===== config.mk =====
export PLATFORM = sky130hd
export DESIGN_NAME = iteration_rainbow_palette
export DESIGN_NICKNAME = d
export VERILOG_FILES = /design/src/rtl/irp_pkg.sv /design/src/rtl/irp_rem.sv /design/src/rtl/irp_sector.sv /design/src/rtl/irp_shade.sv /design/src/rtl/iteration_rainbow_palette.sv
export SDC_FILE = /design/constraint.sdc
export NUM_CORES = 2
export LEC_CHECK = 0
export BUFFER_PORTS_ARGS = -buffer_cell sky130_fd_sc_hd__buf_4
export CAP_MARGIN = 20
export CORE_AREA = 2 2 619 621
export CTS_CLUSTER_SIZE = 25
export DETAILED_ROUTE_END_ITERATION = 10
export DIE_AREA = 0 0 621 623
export PLACE_DENSITY_LB_ADDON = 0.08
export SYNTH_ARGS = -nofsm -noshare
export SYNTH_HDL_FRONTEND = slang
export SYNTH_SLANG_ARGS = --single-unit

===== constraint.sdc =====
create_clock -name clk -period 13.95 [get_ports clk]
set_input_delay 2.0925 -clock clk [delete_from_list [all_inputs] [get_ports clk]]
set_output_delay 2.0925 -clock clk [all_outputs]
set_load 0.05 [all_outputs]

===== src/rtl/irp_pkg.sv =====
// Shared constants, codes and types of the iteration rainbow palette.
`default_nettype none

package irp_pkg;

  // Width of an iteration count word.
  localparam int COUNT_BITS = 16;

  localparam int NCOL_W  = 16;          // palette length
  localparam int ITER_W  = 16;          // iteration limit
  localparam int INT_W   = 10;          // intensity, unsigned Q2.8
  localparam int CFG_W   = 16;          // widest register
  localparam int CFG_IDX_W = 2;
  localparam int CMP_W   = (COUNT_BITS > ITER_W) ? COUNT_BITS : ITER_W;

  localparam int M6_W    = NCOL_W + 3;  // holds 6 * m
  localparam int NUM_W   = NCOL_W + 9;  // channel numerator times intensity
  localparam int QBITS   = 8;           // quotient bits of the channel scale
  localparam int CHAN_W  = 8;
  localparam int COLOR_W = 3 * CHAN_W;
  localparam int SEC_W   = 3;

  // Register indexes.
  localparam logic [CFG_IDX_W-1:0] REG_PALETTE_LEN = 2'd0;
  localparam logic [CFG_IDX_W-1:0] REG_ITER_LIMIT  = 2'd1;
  localparam logic [CFG_IDX_W-1:0] REG_INTENSITY   = 2'd2;

  // Register reset values.
  localparam logic [NCOL_W-1:0] PALETTE_LEN_RST = 16'd16;
  localparam logic [ITER_W-1:0] ITER_LIMIT_RST  = 16'd1000;
  localparam logic [INT_W-1:0]  INT_ONE         = 10'd256;
  localparam logic [INT_W-1:0]  INT_MAX         = 10'd512;

  // Rainbow sectors.
  localparam logic [SEC_W-1:0] SEC_RED     = 3'd0;
  localparam logic [SEC_W-1:0] SEC_YELLOW  = 3'd1;
  localparam logic [SEC_W-1:0] SEC_GREEN   = 3'd2;
  localparam logic [SEC_W-1:0] SEC_CYAN    = 3'd3;
  localparam logic [SEC_W-1:0] SEC_BLUE    = 3'd4;
  localparam logic [SEC_W-1:0] SEC_MAGENTA = 3'd5;

  // Control that travels with each word down the pipe.
  typedef struct packed {
    logic valid;
    logic black;
  } irp_ctl_t;

endpackage

`default_nettype wire


===== src/rtl/irp_rem.sv =====
// Pipelined remainder unit: count modulo the palette length, one dividend bit per stage.
`default_nettype none

module irp_rem (
  input  logic                              clk,
  input  logic                              rst,
  input  irp_pkg::irp_ctl_t                 ctl_in,
  input  logic [irp_pkg::COUNT_BITS-1:0]    cnt_in,
  input  logic [irp_pkg::NCOL_W-1:0]        n,
  output irp_pkg::irp_ctl_t                 ctl_out,
  output logic [irp_pkg::NCOL_W-1:0]        rem_out
);
  import irp_pkg::*;

  wire [NCOL_W-1:0]     rem_w [0:COUNT_BITS];
  wire [COUNT_BITS-1:0] cnt_w [0:COUNT_BITS-1];
  wire irp_ctl_t        ctl_w [0:COUNT_BITS];

  assign rem_w[0] = '0;
  assign cnt_w[0] = cnt_in;
  assign ctl_w[0] = ctl_in;

  genvar k;
  for (k = 0; k < COUNT_BITS; k++) begin : g_step
    logic [NCOL_W:0]   trial;
    logic [NCOL_W-1:0] rem_q;
    irp_ctl_t          ctl_q;

    // Bring down the next dividend bit; remainder stays below n.
    assign trial = {rem_w[k], cnt_w[k][COUNT_BITS-1]};

    always_ff @(posedge clk) begin
      if (rst) begin
        ctl_q <= '0;
      end else begin
        ctl_q <= ctl_w[k];
      end
      if (trial >= {1'b0, n}) begin
        rem_q <= NCOL_W'(trial - {1'b0, n});
      end else begin
        rem_q <= trial[NCOL_W-1:0];
      end
    end

    assign rem_w[k+1] = rem_q;
    assign ctl_w[k+1] = ctl_q;

    if (k < COUNT_BITS - 1) begin : g_shift
      logic [COUNT_BITS-1:0] cnt_q;
      always_ff @(posedge clk) begin
        cnt_q <= {cnt_w[k][COUNT_BITS-2:0], 1'b0};
      end
      assign cnt_w[k+1] = cnt_q;
    end
  end

  assign rem_out = rem_w[COUNT_BITS];
  assign ctl_out = ctl_w[COUNT_BITS];

endmodule

`default_nettype wire


===== src/rtl/irp_sector.sv =====
// Sector and ramp stages: position on the rainbow to per-channel numerators.
`default_nettype none

module irp_sector (
  input  logic                        clk,
  input  logic                        rst,
  input  irp_pkg::irp_ctl_t           ctl_in,
  input  logic [irp_pkg::NCOL_W-1:0]  m,
  input  logic [irp_pkg::NCOL_W-1:0]  n,
  output irp_pkg::irp_ctl_t           ctl_out,
  output logic [irp_pkg::NCOL_W-1:0]  chan_r,
  output logic [irp_pkg::NCOL_W-1:0]  chan_g,
  output logic [irp_pkg::NCOL_W-1:0]  chan_b
);
  import irp_pkg::*;

  // Multiples of n; that n moves only while idle is up to the user, with no check here.
  logic [M6_W-1:0] n1, n2, n3, n4, n5;

  logic [M6_W-1:0]   m6;
  irp_ctl_t          ctl1, ctl2, ctl3;
  logic [SEC_W-1:0]  sec_next, sec;
  logic [M6_W-1:0]   base_next;
  logic [NCOL_W-1:0] p;

  always_ff @(posedge clk) begin
    n1 <= M6_W'(n);
    n2 <= M6_W'({n, 1'b0});
    n3 <= M6_W'({n, 1'b0}) + M6_W'(n);
    n4 <= M6_W'({n, 2'b0});
    n5 <= M6_W'({n, 2'b0}) + M6_W'(n);
  end

  // Stage 1: 6m.
  always_ff @(posedge clk) begin
    m6 <= M6_W'({m, 2'b0}) + M6_W'({m, 1'b0});
  end

  // Stage 2: sector is floor(6m / n), ramp is what is left.
  always_comb begin
    if (m6 >= n5) begin
      sec_next  = SEC_MAGENTA;
      base_next = n5;
    end else if (m6 >= n4) begin
      sec_next  = SEC_BLUE;
      base_next = n4;
    end else if (m6 >= n3) begin
      sec_next  = SEC_CYAN;
      base_next = n3;
    end else if (m6 >= n2) begin
      sec_next  = SEC_GREEN;
      base_next = n2;
    end else if (m6 >= n1) begin
      sec_next  = SEC_YELLOW;
      base_next = n1;
    end else begin
      sec_next  = SEC_RED;
      base_next = '0;
    end
  end

  always_ff @(posedge clk) begin
    sec <= sec_next;
    p   <= NCOL_W'(m6 - base_next);
  end

  // Stage 3: full, zero or ramp per channel.
  always_ff @(posedge clk) begin
    case (sec)
      SEC_RED: begin
        chan_r <= n;       chan_g <= p;       chan_b <= '0;
      end
      SEC_YELLOW: begin
        chan_r <= n - p;   chan_g <= n;       chan_b <= '0;
      end
      SEC_GREEN: begin
        chan_r <= '0;      chan_g <= n;       chan_b <= p;
      end
      SEC_CYAN: begin
        chan_r <= '0;      chan_g <= n - p;   chan_b <= n;
      end
      SEC_BLUE: begin
        chan_r <= p;       chan_g <= '0;      chan_b <= n;
      end
      SEC_MAGENTA: begin
        chan_r <= n;       chan_g <= '0;      chan_b <= n - p;
      end
      default: begin
        chan_r <= '0;      chan_g <= '0;      chan_b <= '0;
      end
    endcase
  end

  always_ff @(posedge clk) begin
    if (rst) begin
      ctl1 <= '0;
      ctl2 <= '0;
      ctl3 <= '0;
    end else begin
      ctl1 <= ctl_in;
      ctl2 <= ctl1;
      ctl3 <= ctl2;
    end
  end

  assign ctl_out = ctl3;

endmodule

`default_nettype wire


===== src/rtl/irp_shade.sv =====
// Intensity and 8-bit scaling of three channels: multiply, then a pipelined quotient.
`default_nettype none

module irp_shade (
  input  logic                         clk,
  input  logic                         rst,
  input  irp_pkg::irp_ctl_t            ctl_in,
  input  logic [irp_pkg::NCOL_W-1:0]   chan_r,
  input  logic [irp_pkg::NCOL_W-1:0]   chan_g,
  input  logic [irp_pkg::NCOL_W-1:0]   chan_b,
  input  logic [irp_pkg::NCOL_W-1:0]   n,
  input  logic [irp_pkg::INT_W-1:0]    i,
  output irp_pkg::irp_ctl_t            ctl_out,
  output logic [irp_pkg::COLOR_W-1:0]  color
);
  import irp_pkg::*;

  localparam int STAGES = QBITS + 2;

  wire [NCOL_W-1:0] a_w [0:2];
  wire [CHAN_W-1:0] quot_w [0:2];
  logic             hi;
  logic [INT_W-1:0] my;

  assign a_w[0] = chan_r;
  assign a_w[1] = chan_g;
  assign a_w[2] = chan_b;

  // Above one, blend toward white: a*256 + (n-a)*(i-256).
  assign hi = (i > INT_ONE);
  assign my = hi ? (i - INT_ONE) : i;

  genvar l, j;
  for (l = 0; l < 3; l++) begin : g_lane
    logic [NCOL_W-1:0]   mx;
    logic [NUM_W-1:0]    add;
    logic [NUM_W-1:0]    num;
    logic [NUM_W+7:0]    scaled;
    logic [NUM_W-1:0]    y;
    wire  [NUM_W-1:0]    res_w [0:QBITS];
    wire  [CHAN_W-1:0]   q_w [0:QBITS];

    assign mx  = hi ? (n - a_w[l]) : a_w[l];
    assign add = hi ? NUM_W'({a_w[l], 8'b0}) : '0;

    always_ff @(posedge clk) begin
      num <= NUM_W'(NUM_W'(mx) * NUM_W'(my)) + add;
    end

    // floor(255*num/256), then divide by n below.
    assign scaled = {num, 8'b0} - {8'b0, num};

    always_ff @(posedge clk) begin
      y <= scaled[NUM_W+7:8];
    end

    assign res_w[0] = y;
    assign q_w[0]   = '0;

    for (j = 0; j < QBITS; j++) begin : g_div
      logic [NUM_W-1:0]  d;
      logic [NUM_W-1:0]  res_q;
      logic [CHAN_W-1:0] q_q;

      assign d = NUM_W'(n) << (QBITS - 1 - j);

      always_ff @(posedge clk) begin
        if (res_w[j] >= d) begin
          res_q <= res_w[j] - d;
          q_q   <= q_w[j] | (CHAN_W'(1) << (QBITS - 1 - j));
        end else begin
          res_q <= res_w[j];
          q_q   <= q_w[j];
        end
      end

      assign res_w[j+1] = res_q;
      assign q_w[j+1]   = q_q;
    end

    assign quot_w[l] = q_w[QBITS];
  end

  wire irp_ctl_t ctl_w [0:STAGES];
  assign ctl_w[0] = ctl_in;

  for (j = 0; j < STAGES; j++) begin : g_ctl
    irp_ctl_t ctl_q;
    always_ff @(posedge clk) begin
      if (rst) begin
        ctl_q <= '0;
      end else begin
        ctl_q <= ctl_w[j];
      end
    end
    assign ctl_w[j+1] = ctl_q;
  end

  assign ctl_out = ctl_w[STAGES];
  assign color   = {quot_w[2], quot_w[1], quot_w[0]};

endmodule

`default_nettype wire


===== src/rtl/iteration_rainbow_palette.sv =====
// Top level of the iteration rainbow palette: registers, input and output stages.
`default_nettype none

// Colors one pixel's iteration count per clock. A word is taken at each edge
// where start is high and busy is low; busy is high only during reset, so a
// new count may follow every cycle. The packed color appears on pixel_color
// with done high for one cycle, in the order the words went in. On the way
// the word passes the remainder pipe, which retires one count bit per stage,
// and the eight-stage quotient that scales each channel to 8 bits. Results
// cannot be held off. Write registers only while no word is in flight.

module iteration_rainbow_palette (
  input  logic                             clk,
  input  logic                             rst,
  input  logic                             start,
  input  logic [irp_pkg::COUNT_BITS-1:0]   iter_count,
  output logic                             busy,
  output logic                             done,
  output logic [irp_pkg::COLOR_W-1:0]      pixel_color,
  input  logic                             cfg_we,
  input  logic [irp_pkg::CFG_IDX_W-1:0]    cfg_index,
  input  logic [irp_pkg::CFG_W-1:0]        cfg_data
);
  import irp_pkg::*;

  logic [NCOL_W-1:0]     palette_len;
  logic [ITER_W-1:0]     iter_limit;
  logic [INT_W-1:0]      intensity;
  logic [NCOL_W-1:0]     n_eff;
  logic [INT_W-1:0]      i_eff;

  irp_ctl_t              in_ctl;
  logic [COUNT_BITS-1:0] cnt;
  irp_ctl_t              rem_ctl, sec_ctl, shd_ctl;
  logic [NCOL_W-1:0]     m;
  logic [NCOL_W-1:0]     chan_r, chan_g, chan_b;
  logic [COLOR_W-1:0]    color;

  assign busy = rst;

  always_ff @(posedge clk) begin
    if (rst) begin
      palette_len <= PALETTE_LEN_RST;
      iter_limit  <= ITER_LIMIT_RST;
      intensity   <= INT_ONE;
    end else if (cfg_we) begin
      case (cfg_index)
        REG_PALETTE_LEN: palette_len <= cfg_data[NCOL_W-1:0];
        REG_ITER_LIMIT:  iter_limit  <= cfg_data[ITER_W-1:0];
        REG_INTENSITY:   intensity   <= cfg_data[INT_W-1:0];
        default: ;
      endcase
    end
  end

  // Zero colors acts as one; intensity saturates at white.
  always_ff @(posedge clk) begin
    n_eff <= (palette_len == '0) ? NCOL_W'(1) : palette_len;
    i_eff <= (intensity > INT_MAX) ? INT_MAX : intensity;
  end

  always_ff @(posedge clk) begin
    if (rst) begin
      in_ctl <= '0;
    end else begin
      in_ctl.valid <= start & ~busy;
      in_ctl.black <= CMP_W'(iter_count) >= CMP_W'(iter_limit);
    end
    cnt <= iter_count;
  end

  irp_rem u_rem (
    .clk     (clk),
    .rst     (rst),
    .ctl_in  (in_ctl),
    .cnt_in  (cnt),
    .n       (n_eff),
    .ctl_out (rem_ctl),
    .rem_out (m)
  );

  irp_sector u_sector (
    .clk     (clk),
    .rst     (rst),
    .ctl_in  (rem_ctl),
    .m       (m),
    .n       (n_eff),
    .ctl_out (sec_ctl),
    .chan_r  (chan_r),
    .chan_g  (chan_g),
    .chan_b  (chan_b)
  );

  irp_shade u_shade (
    .clk     (clk),
    .rst     (rst),
    .ctl_in  (sec_ctl),
    .chan_r  (chan_r),
    .chan_g  (chan_g),
    .chan_b  (chan_b),
    .n       (n_eff),
    .i       (i_eff),
    .ctl_out (shd_ctl),
    .color   (color)
  );

  // Output black for counts at or above the limit.
  always_ff @(posedge clk) begin
    if (rst) begin
      done <= 1'b0;
    end else begin
      done <= shd_ctl.valid;
    end
    pixel_color <= shd_ctl.black ? '0 : color;
  end

endmodule

`default_nettype wire

==> impl_metrics.toml <==
[worst_setup_path]
cp.required_ns = 14.65
crit_path_end_kind = "register"
slowest_delay_ns = 0.55
cp.arrival_ns = 9.59
crit_path_top_delay_cell = "fa_1"
criticalPathCategory = "register to register"
r2r-start = "n_eff[0]"
critPathLaunch = "n_eff[0]"
critical_path.startpoint_type = "register"
worst-path-max-fanout = 9
crit_path_frequent_cell = "fa_1"

[route]
drtPass1Iterations = 6
wl_per_cell_um = 18.7
vias = 72500
wirelength_um = 297000
drt_iter0_drc = 3441
drc_errors = 0
vias_per_cell = 4.56
final_antenna_net_count = 0

[clocking]
cts-buffers-inserted = 194
cts_root_buffer = "clkbuf_16"
cts_sinks = 1463
ctsResizeCount = 0
cts_tree = "built"
clk_pin_slew_worst_paths_ns = 0.06
cts_hold_buf = 0
clk_latency_ns = 0.89
cts_setup_buffers = 0
clk_path_buf_depth = 4
cts_htree_levels = 4

[sta]
max_freq_ghz = 0.112
setup_viol = 0
fin_crit_sh_pct = 63.7
slew_headroom_pct = 28.8
clock_skew_ns = 0.0683
worstMarginPinSlew_ns = 1.06
fin_setup_tns_ns = 0
fin_ws_ns = 5.06
rsz0062_at_grt = "no"
worst_hold_slack_ns = 0.301
period_needed_ns = 8.89
hold_viol = 0
slew_violations = 0

[hold_path]
hold_class = "register to register"
min-delay-start = "u_rem.g_step[12].g_shift.cnt_q[14]"

[cells_and_area]
seqCellArea_um2 = 29300
stdcell_area_um2 = 108000
final_nets = 12200
fill_cells = 40200
layout-drive-gt1-share_pct = 7.97
areaGrowthSynthToFinish_pct = 14.6
multi_input_area_um2 = 60900

[yosys]
synth_edf_count = 0
synth_area_per_cell_um2 = 8.99
ys_top_cells_by_count = "1463 x dfxtp_1, 1083 x ha_1, 985 x inv_1, 872 x nor2_1, 789 x nand2_1"
synthesis.area_um2 = 94600
syn-num-nets = 12100
async_reset_ff_share_pct = 0
synthTopCellsByArea = "dfxtp_1 31%, ha_1 14%, fa_1 8.9%"
seq_area_frac_synth_pct = 30.9
synth_cells = 10500
synthDistinctLibCells = 95
ys_warn_count = 0
synth_most_common_cell = "dfxtp_1"
synth_top_area_share_pct = 30.9
synth_seq_cells = 1463
synthFlopType = "dfxtp_1"
yosysTopAreaCell = "dfxtp_1"

[floorplan]
die-area_um2 = 387000
start_util_pct = 24.9
num_rows = 227
die_h_um = 623
core_um2 = 381000
die-width_um = 621
io_pins = 64

[power]
pwr-share-clk_pct = 19.8
internal_power_mw = 15.6
p_leak_nw = 47.0
total_power_mw = 27.1
vdd_drop_max_mv = 0.106
p_sw_mw = 11.4
swShare_pct = 42.2
pwr-share-seq_pct = 26.7
comb_power_share_pct = 53.5
power.density_nw_per_um2 = 250

[global_route]
gr-total-overflow = 0
antenna_found_initial = 15
grt_first_pass_wirelength_um = 456000
grt_max_degree = 84
grtUsageTotal_pct = 15.1
first_global_vias = 74300

[place]
hpwl_um = 227000
port_buffers = 63
dpl_worst_slack_ns = 5.13
gp_congestion = 0.829
dpl_cell_area_um2 = 102000

[status]
status = "finished, final reports clean"

[run]
drv_cap = 0
metal layers:
metal  track usage [%]  vias to the layer above  routed length (um)
met5                 0                        -                   0
met1              21.2                    34500              148000
li1                  -                    36700                   -
met2              24.5                     1011              132000
met3              1.64                      324                9430
met4              3.81                        0                7230
registers in the layout, indices dropped and copies added, names as in the netlist, 18 cells and up:
register	cells
pixel_color	24
u_rem.ctl_w	30
u_sector.m6	18
u_shade.ctl_w	18
u_rem.g_step.g_shift.cnt_q	120
u_shade.g_lane.g_div.res_q	525
u_shade.g_lane.num	75
u_shade.g_lane.y	75
u_sector.n5	18
u_shade.g_lane.g_div.q_q	108
u_sector.n3	18
u_rem.g_step.rem_q	240
critical path, delay by kind of cell, from the launching register on:
kind | cells | cell delay (ns)
XOR/XNOR | 1 | 0.12
flip-flops | 1 | 0.33
AND/OR/NAND/NOR | 4 | 1.00
multiplexers | 1 | 0.37
AO/OA/AOI/OAI | 14 | 2.68
adder cells (fa/ha/maj) | 8 | 3.60
buffers and inverters | 5 | 0.59
worst paths after layout:
| check | endpoint | slack, ns | depth (start not counted) |
|---|---|---|---|
| setup / recovery | u_shade.g_lane[2].num[24] | 5.06 | 33 |
| hold / removal | u_rem.g_step[13].g_shift.cnt_q[15] | 0.30 | 0 |
| setup reg to reg | u_shade.g_lane[2].num[24] | 5.06 | 33 |
| hold reg to reg | u_rem.g_step[13].g_shift.cnt_q[15] | 0.30 | 0 |
cell usage in the layout (no fill, tap or decap), types with 198 or more instances in the layout:
| cell | netlist | routed |
|---|---|---|
| xor2_1 | 207 | 207 |
| nor2b_1 | 332 | 332 |
| fa_1 | 422 | 422 |
| dfxtp_1 | 1463 | 1452 |
| nor3_1 | 225 | 224 |
| inv_1 | 985 | 970 |
| nor2_1 | 872 | 872 |
| xnor2_1 | 452 | 452 |
| a21oi_1 | 628 | 625 |
| o21ai_0 | 457 | 457 |
| mux2_2 | 233 | 233 |
| clkbuf_16 | 0 | 198 |
| ha_1 | 1083 | 1083 |
| nand2_1 | 789 | 788 |
power groups by stage:
| stage | Clock, mW | Sequential [mW] | Combinational (mW) |
|---|---|---|---|
| 2_1_floorplan | 0 | 6.71 | 11.1 |
| 3_3_place_gp | 0 | 7.36 | 14.5 |
| 3_5_place_dp | 0 | 7.34 | 14.5 |
| 4_1_cts | 5.59 | 7.27 | 14.6 |
| 5_1_grt | 5.74 | 7.42 | 16.4 |
| 6_report | 5.35 | 7.23 | 14.5 |
cell type report:
cell class,count,area share [%]
sequential,1463,27.0
multi-input combinational,7853,56.1
tap,5038,5.81
clock inverter,91,1.23
clock buffer,262,5.07
inverter,985,3.44
timing repair buffer,188,1.33
antenna,5,0.0115
per-stage QoR:
stage	instances	util, %
3_3_place_gp	15500	26.7
6_report	15900	28.5
2_1_floorplan	10500	-
4_1_cts	15900	28.5
5_1_grt	15900	28.5
3_5_place_dp	15500	26.7
logic make-up after synthesis:
| family | count (synthesis) | synth area share (%) |
|---|---|---|
| xor+xnor | 660 | 6.12 |
| compound gates | 2165 | 14.5 |
| buf+inv | 1211 | 4.83 |
| flops | 1463 | 30.9 |
| simple gates | 3203 | 16.6 |
| fa+ha+maj | 1505 | 23.2 |
| mux | 320 | 3.70 |
Power figures use the tool's default switching activity.
